### config.mk
export PLATFORM = sky130hd
export DESIGN_NAME = rmms_ctrl
export DESIGN_NICKNAME = d
export VERILOG_FILES = /design/src/hw/rtl/rmms_pkg.sv /design/src/hw/rtl/rmms_ctrl.sv
export SDC_FILE = /design/constraint.sdc
export NUM_CORES = 1
export LEC_CHECK = 0
export ABC_AREA = 1
export BUFFER_PORTS_ARGS = -buffer_cell sky130_fd_sc_hd__buf_2
export CAP_MARGIN = 40
export CORE_AREA = 2 2 39 41
export DETAILED_ROUTE_END_ITERATION = 7
export DIE_AREA = 0 0 41 43
export GPL_TIMING_DRIVEN = 0
export SLEW_MARGIN = 40
export SYNTH_ARGS = -nofsm -noshare
export SYNTH_HDL_FRONTEND = slang
export SYNTH_SLANG_ARGS = --single-unit
### constraint.sdc
create_clock -name clk -period 1 [get_ports clk]
set_input_delay 0 -clock clk [delete_from_list [all_inputs] [get_ports clk]]
set_output_delay 0 -clock clk [all_outputs]
set_load 0.005 [all_outputs]
### src/hw/rtl/rmms_pkg.sv
package rmms_pkg;

    // Fixed field widths of the sample and result transactions
    localparam int SAMPLE_WIDTH      = 16;
    localparam int IDX_WIDTH         = 16;
    localparam int Q_WIDTH           = 32;
    localparam int FRAC_BITS         = 16;
    localparam int MAX_ITEMS_DEFAULT = 65536;

    // Final arithmetic works modulo 2^64, split into 32-bit halves for the multiplier
    localparam int WORD_W     = 64;
    localparam int HALF_W     = 32;
    localparam int MEAN_ITERS = WORD_W;
    localparam int VAR_ITERS  = WORD_W + 2 * FRAC_BITS;
    localparam int DIV_CNT_W  = $clog2(VAR_ITERS + 1);

    typedef enum logic [3:0] {
        ST_ACCUM,
        ST_MUL0,
        ST_MUL1,
        ST_MUL2,
        ST_MUL3,
        ST_MUL4,
        ST_MUL5,
        ST_MEAN_START,
        ST_MEAN_WAIT,
        ST_VAR_START,
        ST_VAR_WAIT,
        ST_SQRT_START,
        ST_SQRT_WAIT,
        ST_OUTPUT
    } rmms_state_t;

    // Multiplier operand pairs
    typedef enum logic [2:0] {
        MUL_N_SQLO,
        MUL_N_SQHI,
        MUL_S_LOLO,
        MUL_S_LOHI,
        MUL_N_N
    } rmms_mul_sel_t;

    // What the variance accumulator does with the registered product
    typedef enum logic [2:0] {
        ACC_HOLD,
        ACC_LOAD,
        ACC_ADD_HI,
        ACC_SUB,
        ACC_SUB_HI2,
        ACC_LOAD_M
    } rmms_acc_op_t;

    typedef struct packed {
        logic          accept;
        rmms_mul_sel_t mul_sel;
        rmms_acc_op_t  acc_op;
        logic          div_start;
        logic          div_var;
        logic          mean_load;
        logic          sqrt_start;
        logic          out_load;
    } rmms_cmd_t;

    typedef struct packed {
        logic div_busy;
        logic sqrt_busy;
        logic out_free;
    } rmms_status_t;

endpackage

### src/hw/rtl/rmms_ctrl.sv
module rmms_ctrl (
    input  logic                   clk,
    input  logic                   rstn,
    input  logic                   s_valid,
    input  logic                   s_last,
    input  rmms_pkg::rmms_status_t status,
    output logic                   s_ready,
    output rmms_pkg::rmms_cmd_t    cmd
);
    import rmms_pkg::*;

    rmms_state_t state_reg, state_next;

    always_ff @(posedge clk) begin
        if (!rstn) begin
            state_reg <= ST_ACCUM;
        end else begin
            state_reg <= state_next;
        end
    end

    // Next state and datapath commands
    always_comb begin
        state_next     = state_reg;
        s_ready        = 1'b0;
        cmd            = '0;
        cmd.mul_sel    = MUL_N_SQLO;
        cmd.acc_op     = ACC_HOLD;
        case (state_reg)
            ST_ACCUM: begin
                s_ready    = 1'b1;
                cmd.accept = s_valid;
                if (s_valid && s_last) begin
                    state_next = ST_MUL0;
                end
            end
            // n*sumsq - sum^2 modulo 2^64, and n^2, through one 32x32 multiplier
            ST_MUL0: begin
                cmd.mul_sel = MUL_N_SQLO;
                state_next  = ST_MUL1;
            end
            ST_MUL1: begin
                cmd.mul_sel = MUL_N_SQHI;
                cmd.acc_op  = ACC_LOAD;
                state_next  = ST_MUL2;
            end
            ST_MUL2: begin
                cmd.mul_sel = MUL_S_LOLO;
                cmd.acc_op  = ACC_ADD_HI;
                state_next  = ST_MUL3;
            end
            ST_MUL3: begin
                cmd.mul_sel = MUL_S_LOHI;
                cmd.acc_op  = ACC_SUB;
                state_next  = ST_MUL4;
            end
            ST_MUL4: begin
                cmd.mul_sel = MUL_N_N;
                cmd.acc_op  = ACC_SUB_HI2;
                state_next  = ST_MUL5;
            end
            ST_MUL5: begin
                cmd.acc_op = ACC_LOAD_M;
                state_next = ST_MEAN_START;
            end
            ST_MEAN_START: begin
                cmd.div_start = 1'b1;
                state_next    = ST_MEAN_WAIT;
            end
            ST_MEAN_WAIT: begin
                if (!status.div_busy) begin
                    state_next = ST_VAR_START;
                end
            end
            // mean quotient is captured as the divider restarts on the variance
            ST_VAR_START: begin
                cmd.mean_load = 1'b1;
                cmd.div_start = 1'b1;
                cmd.div_var   = 1'b1;
                state_next    = ST_VAR_WAIT;
            end
            ST_VAR_WAIT: begin
                if (!status.div_busy) begin
                    state_next = ST_SQRT_START;
                end
            end
            ST_SQRT_START: begin
                cmd.sqrt_start = 1'b1;
                state_next     = ST_SQRT_WAIT;
            end
            ST_SQRT_WAIT: begin
                if (!status.sqrt_busy) begin
                    state_next = ST_OUTPUT;
                end
            end
            ST_OUTPUT: begin
                if (status.out_free) begin
                    cmd.out_load = 1'b1;
                    state_next   = ST_ACCUM;
                end
            end
            default: begin
                state_next = ST_ACCUM;
            end
        endcase
    end

endmodule

# After elaboration in Yosys (flattened, before gate mapping)
# Cells that the tools add are included.
dict set report op_classes {
  n_eq_ne 18
  n_mux 15
  reduce_logical 4
}
# operator n
set op_table {}
lappend op_table {{$pmux W4 S14} 1}
lappend op_table {{$eq A4 B4 Y1 const B} 6}
lappend op_table {{$mux W4} 5}
lappend op_table {{$eq A4 B3 Y1 const B} 4}
lappend op_table {{$pmux W3 S5} 1}
lappend op_table {{$pmux W3 S4} 1}
lappend op_table {{$ne A2 B2 Y1 const B} 5}
lappend op_table {{$eq A4 B2 Y1 const B} 2}
lappend op_table {{$mux W1} 6}
lappend op_table {{$reduce_and A5 Y1} 1}
lappend op_table {{$eq A4 B1 Y1 const B} 1}
lappend op_table {{$logic_not A4 Y1} 1}
lappend op_table {{$mux W2} 1}
lappend op_table {{$reduce_or A2 Y1} 1}
lappend op_table {{$logic_and A1 B1 Y1} 1}
dict set report word_totals {
  wordCells 38
  ff_bits 4
  input_bits 7
  output_inout_bits 13
}

# Logic depth before layout (Yosys ltp)
# Gate-level depths: netlist of the first run.
dict set report logic_depth {
  ltp_word 3
  ltp_mapped 8
  depth_no_buf 8
}

# Worst setup path after synthesis of the first run
# OpenSTA, ideal clock, no wires.
dict set report synth_timing {
  path_type {register to register}
  startpoint {register state_reg[0]}
  endpoint {register state_reg[2]}
  synth_period_minus_slack_ns 1.081
  setup_ns 0.119
  arrival_ns 0.962
  t_required_ns 0.881
  path_stages_with_launch 8
  path_slack_ns -0.081
  path_buffers 0
  path_cell_list {dfxtp_1 > inv_1 > nand2_1 > nor2_1 > nor2_1 > nand3_1 > nand2_1 > a21oi_1}
}
dict set report synth_via {
  elab_chain_len 3
  word_cells_on_any_way 21
  classes_between {eq/ne (18); mux (1); reduce/logical (2)}
}
# element line
set synth_rtl {}
lappend synth_rtl {{from (decl)} rmms_ctrl.sv:12} ;# rmms_state_t state_reg, state_next;
lappend synth_rtl {{from (signal assigned)} rmms_ctrl.sv:18} ;# state_reg <= state_next;
lappend synth_rtl {{$eq A4 B4 Y1 / $logic_not A4 Y1 (equally long branches)} rmms_ctrl.sv:29} ;# case (state_reg)
lappend synth_rtl {{$ne A2 B2 Y1 (no line)} -}
lappend synth_rtl {{$reduce_and A5 Y1 (no line)} -}
# Several ways; a longest one is shown, not always the timed one.
# A chain may end at the register's enable or synchronous reset.

# Worst setup path in the final report of the first run
dict set report layout_timing {
  startpoint {register state_reg[2]}
  endpoint {register state_reg[0]}
}
# Same word-level chain as after synthesis.

==> results.ini, run 1 <==
[pwr]
internal_power_uw = 1011
clkPwrFrac_pct = 10.3
power.density_mw_per_mm2 = 2586
leakagePower_uw = 0.0004134
switchingPower_uw = 901.1
seqPwrFrac_pct = 21.2
pwr-share-comb_pct = 68.5
total_power_uw = 1912
switching_share_pct = 47.13
vdd_drop_max_mv = 0.8871

[worst_setup_path]
crit_type = flop to flop
cp-end-kind = flop
r2r_cells = 7
critPathLaunchType = flop
crit_end = state_reg[0]
worstPathRequired_ns = 1.17
crit_slowest_cell = dfxtp_4
r2r-start = state_reg[2]
worstSetupStartpoint = state_reg[2]
cp_max_fo = 6
r2r_end = state_reg[0]
arrival_ns = 1.32
ff2ff_setup_slack_ns = -0.15
worstPathCellList = nand2_4 > inv_1 > nand3_2 > nand2_2 > nor2_4 > nand2_1 > a21oi_2
cpPeakStageDelay_ns = 0.38

[sta]
tightestPinTransition_ns = 0.1463
fin_crit_ns = 1.150
clock_skew_ns = 0.005014
slew_headroom_pct = 90.18
max_freq_ghz = 0.8694
rsz0062_at_grt = yes
slew_viol_final = 0
setup_slack_ns = -0.1502
setup_viol = 15
hold_violations = 0
tns_ns = -1.421
timing.final.crit_share_pct = 115.0

[route]
routed_wl_um = 1251
drt-initial-drc-count = 6
drt-wirelength-per-cell_um = 10.88
ant_nets = 0
drc_errors = 0
vias = 525
routed_via_density = 4.565
firstDrtPassIters = 4

[floorplanning]
start_util_pct = 25.41
die-area_mm2 = 0.001763
row_count = 14
boundaryPins = 20
die_width_um = 41
die_height_um = 43
core_area_mm2 = 0.001384

[layout]
drive_gt1_share_pct = 67.68
syn_to_final_growth_pct = 110.3
antenna_cells = 0
fill_cells = 142
layout.cells.non_filler = 115
nNetsFinal = 108
largest_reg_flops = 4
fin_area_um2 = 739.5

[synthesis]
synth.area.top_cells = dfxtp_1 23%, inv_1 15%, nor2_1 15%, nand2_1 14%, nand3_1 11%
yosys_warnings = 0
synth_top_area_share_pct = 22.78
syn_inst = 67
synth_edf_count = 0
synthTopCellsByCount = 14 x inv_1, 14 x nor2_1, 13 x nand2_1, 8 x nand3_1
synth_cell_types = 13
synthesis.area_um2 = 351.6
yosysTopAreaCell = dfxtp_1
synth_nets = 74
async_reset_ff_share_pct = 0
synth_flop_cell = dfxtp_1
synth_seq_cells = 4
synth_area_per_cell_um2 = 5.248
synth_seq_area_share_pct = 22.78

[outcome]
violations = negative setup slack
status = finished, violations left

[clock_network]
cts_tree = built
clockBufferDepth = 2
cts.sinks = 4
h-tree-depth = 1
cts_buffers = 3
clk-insertion-delay-late_ns = 0.24
cts.clk_slew.worst_paths_ns = 0.04
clock-root-buffer = clkbuf_4

[place]
finalWeightedCongestion = 0.7641
place_hpwl_um = 737.2
place_area_um2 = 471.7
dp.cells = 102
port-buffer-count = 19

[hold_path]
hp-class = input pin to flop

[grt]
antenna_found_initial = 0
grt_overflow = 0
grt_max_degree = 7
grt_pass1_wl_um = 1518
grt_use_total_pct = 12.54
grt_pass1_vias = 399

[flow_run]
cap_violations = 0

## stage by stage
step	util, %	hold slack, ns	worst slack (ns)
after floorplan	-	0.09873	-0.01833
after global placement	34.09	0.2444	-0.1818
after detailed placement	34.09	0.2413	-0.1964
after CTS	43.13	0.1111	-0.1502
after global routing	53.44	0.1181	-0.2089
final	53.44	0.1213	-0.1502
## final cells by class
class | instances | area (um^2) | area share (%)
Clock buffer | 3 | 22.52 | 3.046
Sequential cell | 4 | 95.09 | 12.86
Buffer | 1 | 7.507 | 1.015
Multi-Input combinational cell | 48 | 341.6 | 46.19
Timing Repair Buffer | 29 | 190.2 | 25.72
Tap cell | 16 | 20.02 | 2.707
Inverter | 14 | 62.56 | 8.460
## worst min path at each step
stage / depth (start not counted) / endpoint / start
final: 4 / state_reg[0] / status[0]
after global routing: 4 / state_reg[0] / status[0]
after CTS: 4 / state_reg[0] / status[0]
after detailed placement: 3 / state_reg[3] / rstn
after global placement: 3 / state_reg[3] / rstn
after floorplan: 2 / cmd[0] / status[0]
## critical path, delay by kind of cell, from the launching register on
kind,cells,cell delay (ns)
flops,1,0.38
simple gates,5,0.51
buf+inv,1,0.08
compound gates,1,0.11
## cell usage in the layout, fill, tap and decap left out, types with 2 or more instances in the layout
master,count
a21oi_1,2
a21oi_2,2
buf_2,18
buf_4,7
buf_6,4
clkbuf_4,3
dfxtp_4,4
inv_1,8
inv_2,2
inv_4,4
nand2_1,5
nand2_2,5
nand2_4,4
nand3_1,6
nand3_2,2
nor2_1,5
nor2_2,2
nor2_4,8
o21ai_1,3
## logic make-up after synthesis
| kind of cell | share of synthesized area, % |
|---|---|
| buf+inv | 17.08 |
| simple gates | 46.98 |
| flops | 22.78 |
| compound gates | 13.17 |
## power by group through the flow
stage / logic, uW / clock network (uW) / registers, uW
6_report: 1310 / 197 / 406
5_1_grt: 1430 / 232 / 417
4_1_cts: 937 / 210 / 341
3_5_place_dp: 670 / 0 / 321
3_3_place_gp: 670 / 0 / 325
2_1_floorplan: 470 / 0 / 293
## metal layers
layer  wire length [um]  GRT usage (%)
met1                511          14.74
met2                653          20.00
met3                 85          6.283
met4                  0          2.000
met5                  0              0
## repair_timing
item	in CTS	in global routing
endpoints found under the setup margin	16	16
resized for setup	17	40
hold endpoints to repair	1	0
hold buffers	1	0
buffers inserted	7	2
pin swaps	5	12
Power figures use the tool's default switching activity.
==> inputs of run 2 (changes only) <==
==> constraint.sdc (replaced) <==
create_clock -name clk -period 1 [get_ports clk]
set_input_delay 0.1 -clock clk [delete_from_list [all_inputs] [get_ports clk]]
set_output_delay 0.1 -clock clk [all_outputs]
set_load 0.005 [all_outputs]
==> results.ini, run 2 (synthesized netlist as in run 1, its figures left out) <==
[outcome]
status = finished, violations left
violations = negative setup slack

[worst_setup_path]
critPathLaunchType = flop
critPathTopFamily = flip-flops
arrival_ns = 1.13  ; -0.19 ns
cp-end-kind = output port
r2r-start = state_reg[2]
worstPathCellList = inv_4 > nor2_4 > inv_4 > buf_6 > nor2_2 > buf_2
worstPathRequired_ns = 0.90  ; -0.27 ns
r2r_end = state_reg[0]
crit_top_cell = inv_4
cpPeakStageDelay_ns = 0.37  ; about the same
crit_type = flop to output port
cp_max_fo = 4  ; -2
path_buf_inv = 4  ; +3
crit_slowest_cell = dfxtp_4
worstSetupStartpoint = state_reg[0]
r2r_cells = 7  ; unchanged
ff2ff_setup_slack_ns = -0.18  ; -0.03 ns

[grt]
antenna_found_initial = 0  ; unchanged
grt_use_met3_pct = 6.283  ; unchanged
grt_overflow = 0  ; unchanged
grt_use_total_pct = 12.24  ; -0.30 points
gr-usage-met2_pct = 19.06  ; -0.94 points
grt_pass1_vias = 385  ; -3.5%
grt_pass1_wl_um = 1476  ; -2.8%
top_usage_layer = met2
grt_max_degree = 7  ; unchanged
grt_use_met1_pct = 14.74  ; unchanged

[layout]
syn_to_final_growth_pct = 92.88
layout.cells.non_filler = 113  ; -1.7%
final_common_cell = buf_2
fill_cells = 140  ; -1.4%
largest_reg_flops = 4  ; unchanged
layout_common_cells = 18 x buf_2, 8 x nand3_1, 8 x inv_1, 8 x nand2_1
final_core_util_pct = 49.01  ; -4.4 points
nNetsFinal = 106  ; -1.9%
antenna_cells = 0  ; unchanged
drive_gt1_share_pct = 60.82  ; -6.9 points

[floorplanning]
start_util_pct = 25.41  ; unchanged
die_height_um = 43  ; unchanged
boundaryPins = 20  ; unchanged
die-area_mm2 = 0.001763  ; unchanged
core_area_mm2 = 0.001384  ; unchanged
die_width_um = 41  ; unchanged
row_count = 14  ; unchanged

[hold_path]
hp-class = input pin to flop
hold_end = state_reg[3]
worstHoldPathCells = 3  ; -1
hold_start = rstn

[route]
drt-initial-drc-count = 5  ; -1
routed_via_density = 4.363  ; -4.4%
vias = 493  ; -6.1%
ant_nets = 0  ; unchanged
routed_wl_um = 1073  ; -14%
firstDrtPassIters = 5  ; +1
drt-wirelength-per-cell_um = 9.496  ; -13%
drc_errors = 0  ; unchanged

[place]
finalWeightedCongestion = 0.7641  ; unchanged
pre_cts_ws_ns = -0.1964  ; unchanged
dp.cells = 102  ; unchanged
place_hpwl_um = 737.2  ; unchanged
port-buffer-count = 19  ; unchanged

[clock_network]
clk-insertion-delay-late_ns = 0.23  ; about the same
h-tree-depth = 1  ; unchanged
clockBufferDepth = 2  ; unchanged
cts.sinks = 4  ; unchanged
cts_buffers = 3  ; unchanged
cts.clk_slew.worst_paths_ns = 0.04  ; about the same
cts_tree = built
clock-root-buffer = clkbuf_4
cts_hold_buf = 0  ; -1

[pwr]
leakagePower_uw = 0.0003877  ; -6.2%
vdd_drop_max_mv = 0.9655  ; +8.8%
power.density_mw_per_mm2 = 2610  ; +0.95%
total_power_uw = 1770  ; -7.4%

[sta]
timing.final.crit_share_pct = 122.8  ; +7.8 points
clock_skew_ns = 0.005282  ; +0.0002681 ns
slew_viol_final = 0  ; unchanged
setup_slack_ns = -0.2278  ; -0.07761 ns
slew_headroom_pct = 89.18  ; -1.0 points
fin_crit_ns = 1.228  ; +0.07761 ns
whs_ns = 0.09885  ; -0.02244 ns
max_freq_ghz = 0.8145  ; -6.3%
setup_viol = 16  ; +1
rsz0062_at_grt = yes
tightestPinTransition_ns = 0.1606  ; +0.01432 ns
hold_violations = 0  ; unchanged

[flow_run]
cap_violations = 0  ; unchanged

[run 2: worst register-to-register path: stages, from the launching register on]
cell,delay [ns]
dfxtp_4,0.37
nand2_2,0.12
inv_1,0.06
nand3_1,0.12
nand2_1,0.09
nor2_2,0.15
nand2_1,0.06
a21oi_1,0.13
[run 2: worst max path at each step]
stage	to	slack, ns	cells past startpoint
global placement	state_reg[2]	-0.18	7
finish	cmd[10]	-0.23	6
global route	cmd[10]	-0.30	6
detailed placement	state_reg[0]	-0.20	8
floorplan	state_reg[0]	-0.02	8
CTS	cmd[11]	-0.25	4
[run 2: what timing repair did]
item	CTS	global route
pin swaps	4	9
resized for setup	20	23
endpoints found under the setup margin	16	16
buffers inserted	7	1
endpoints found under the hold margin	0	0
[run 2: metal layers]
layer | vias up | wire length (um)
met1 | 210 | 464
met3 | 0 | 59
met4 | 0 | 0
met5 | - | 0
li1 | 269 | -
met2 | 14 | 549
[run 2: power breakdown]
group          switching (uW)  internal, uW  leakage, uW  total [uW]
clock network            61.9           134    0.0000138         196
logic                     595           596     0.000338        1190
registers                 135           249    0.0000356         384
[run 2: layout make-up]
| class | count | area [um^2] | area share, % |
|---|---|---|---|
| multi-input combinational | 48 | 286.5 | 42.25 |
| timing repair buffer | 27 | 181.4 | 26.75 |
| sequential | 4 | 95.09 | 14.02 |
| inverter | 14 | 65.06 | 9.594 |
| clock buffer | 3 | 22.52 | 3.321 |
| tap | 16 | 20.02 | 2.952 |
| buffer | 1 | 7.507 | 1.107 |
[run 2: stage by stage]
| step | area, um^2 | TNS (ns) |
|---|---|---|
| 6_report | 678.2 | -2.511 |
| 5_1_grt | 678.2 | -3.776 |
| 4_1_cts | 584.3 | -2.735 |
| 3_5_place_dp | 471.7 | -0.8631 |
| 3_3_place_gp | 471.7 | -0.8505 |
| 2_1_floorplan | 356.6 | -0.03496 |
==> inputs of run 3 (changes only) <==
MAX_ROUTING_LAYER = met4   (was default)
clock period = 1.2 ns   (was 1 ns; I/O delays follow)
==> results.ini, run 3 (synthesized netlist as in run 1, its figures left out) <==
[pwr]
vdd_drop_max_mv = 1.140  ; +18%
seqPwrFrac_pct = 19.6  ; -2.1 points
clkPwrFrac_pct = 10.4  ; -0.7 points
leakagePower_uw = 0.0003835  ; -1.1%
switching_share_pct = 45.75  ; +1.0 points
power.density_mw_per_mm2 = 2345  ; -10%
internal_power_uw = 859.5  ; -12%
switchingPower_uw = 724.9  ; -8.5%
pwr-share-comb_pct = 70.0  ; +2.7 points

[worst_setup_path]
ff2ff_setup_slack_ns = -0.05  ; +0.13 ns
arrival_ns = 1.13  ; about the same
cp-end-kind = output port
r2r_cells = 8  ; +1
crit_end = cmd[11]
crit_type = flop to output port
worstPathCellList = buf_6 > nor2_4 > and3_1 > buf_2
cpPeakStageDelay_ns = 0.36  ; about the same
worstPathRequired_ns = 1.08  ; +0.18 ns
crit_slowest_cell = dfxtp_4
r2r-start = state_reg[1]
critPathLaunchType = flop
worstSetupStartpoint = state_reg[1]
cp_max_fo = 6  ; +2
r2r_end = state_reg[3]

[clock_network]
h-tree-depth = 1  ; unchanged
cts_tree = built
cts.sinks = 4  ; unchanged
cts_buffers = 3  ; unchanged
cts.clk_slew.worst_paths_ns = 0.04  ; about the same
clk-insertion-delay-late_ns = 0.23  ; about the same
cts_hold_buf = 0  ; unchanged
clock-root-buffer = clkbuf_4
clockBufferDepth = 2  ; unchanged

[layout]
nNetsFinal = 106  ; unchanged
layout_common_cells = 19 x buf_2, 8 x nand2_1, 8 x nor2_1
regArea_um2 = 95.09  ; unchanged
drive_gt1_share_pct = 62.89  ; +2.1 points
antenna_cells = 0  ; unchanged
layout.cells.non_filler = 113  ; unchanged
multi_input_area_um2 = 295.3  ; +3.1%
fill_cells = 147  ; +5.0%
largest_reg_flops = 4  ; unchanged
final_common_cell = buf_2
syn_to_final_growth_pct = 92.17

[sta]
timing.final.crit_share_pct = 104.4
hold_violations = 0  ; unchanged
rsz0062_at_grt = yes
max_freq_ghz = 0.7983
whs_ns = 0.1368  ; +0.03798 ns
setup_viol = 9  ; -7
tightestPinTransition_ns = 0.2223  ; +0.06171 ns
setup_slack_ns = -0.05265  ; +0.1751 ns
slew_viol_final = 0  ; unchanged
fin_crit_ns = 1.253
slew_headroom_pct = 85.08  ; -4.1 points
clock_skew_ns = 0.0007752  ; -0.004507 ns

[floorplanning]
boundaryPins = 20  ; unchanged
row_count = 14  ; unchanged
die-area_mm2 = 0.001763  ; unchanged
die_height_um = 43  ; unchanged
core_area_mm2 = 0.001384  ; unchanged
die_width_um = 41  ; unchanged
start_util_pct = 25.41  ; unchanged

[flow_run]
cap_violations = 0  ; unchanged

[place]
port-buffer-count = 19  ; unchanged
place_hpwl_um = 736.9  ; about the same
dp.cells = 102  ; unchanged
finalWeightedCongestion = 0.8142  ; +6.6%

[outcome]
violations = negative setup slack
status = finished, violations left

[route]
routed_via_density = 4.690  ; +7.5%
firstDrtPassIters = 3  ; -2
routed_wl_um = 1287  ; +20%
drt-initial-drc-count = 4  ; -1
drc_errors = 0  ; unchanged
ant_nets = 0  ; unchanged
drt-wirelength-per-cell_um = 11.39  ; +20%
vias = 530  ; +7.5%

[hold_path]
hold_start = rstn
hp-class = input pin to flop

[grt]
grt_max_degree = 7  ; unchanged
grt_pass1_vias = 437  ; +14%
antenna_found_initial = 0  ; unchanged
grt_pass1_wl_um = 1697  ; +15%
grt_overflow = 0  ; unchanged
grt_use_total_pct = 14.52  ; +2.3 points

==> run 3: area by class of cell <==
type / instances / area share [%]
multi-input combinational: 48 / 43.70
timing repair buffer: 28 / 27.41
clock buffer: 3 / 3.333
sequential: 4 / 14.07
tap: 16 / 2.963
inverter: 14 / 8.519
==> run 3: how the worst min path moves through the flow <==
stage	depth (start not counted)	slack [ns]	endpoint
floorplan	2	0.24	state_reg[3]
global placement	3	0.37	state_reg[3]
detailed placement	3	0.37	state_reg[3]
CTS	3	0.11	state_reg[3]
global route	3	0.14	state_reg[3]
finish	3	0.14	state_reg[3]
==> run 3: per-stage QoR <==
stage	TNS [ns]	total power, uW	util (%)	setup WS, ns	area [um^2]
CTS	-0.1839	1288	42.77	-0.04248	591.8
detailed placement	-0.04833	811.9	33.73	-0.04833	466.7
finish	-0.2414	1584	48.82	-0.05265	675.6
global route	-1.178	1717	48.82	-0.1155	675.6
global placement	-0.05609	810.8	33.73	-0.05609	466.7
floorplan	0	619.8	-	0.1187	351.6
==> run 3: metal layers <==
layer	vias up	GRT usage (%)	share of wire (%)
met5	-	-	0
met4	0	6.000	3.0
met2	20	24.38	52
met1	237	14.52	39
met3	4	4.712	6.1
li1	269	-	-
==> run 3: critical path, delay by kind of cell (launching register included) <==
kind | cells | cell delay, ns
DFF | 1 | 0.36
and+or+nand+nor | 2 | 0.30
buffers and inverters | 2 | 0.24
==> run 3: power groups by stage <==
stage / Sequential, uW / Combinational [uW] / Clock, uW
after CTS: 288 / 829 / 171
after global placement: 259 / 552 / 0
final: 311 / 1110 / 165
after global routing: 319 / 1220 / 181
after floorplan: 238 / 382 / 0
after detailed placement: 256 / 556 / 0
==> run 3: timing repair <==
action	CTS	global route
buffers inserted	8	1
setup endpoints to repair	14	15
resized for setup	24	24
pin swaps	7	12
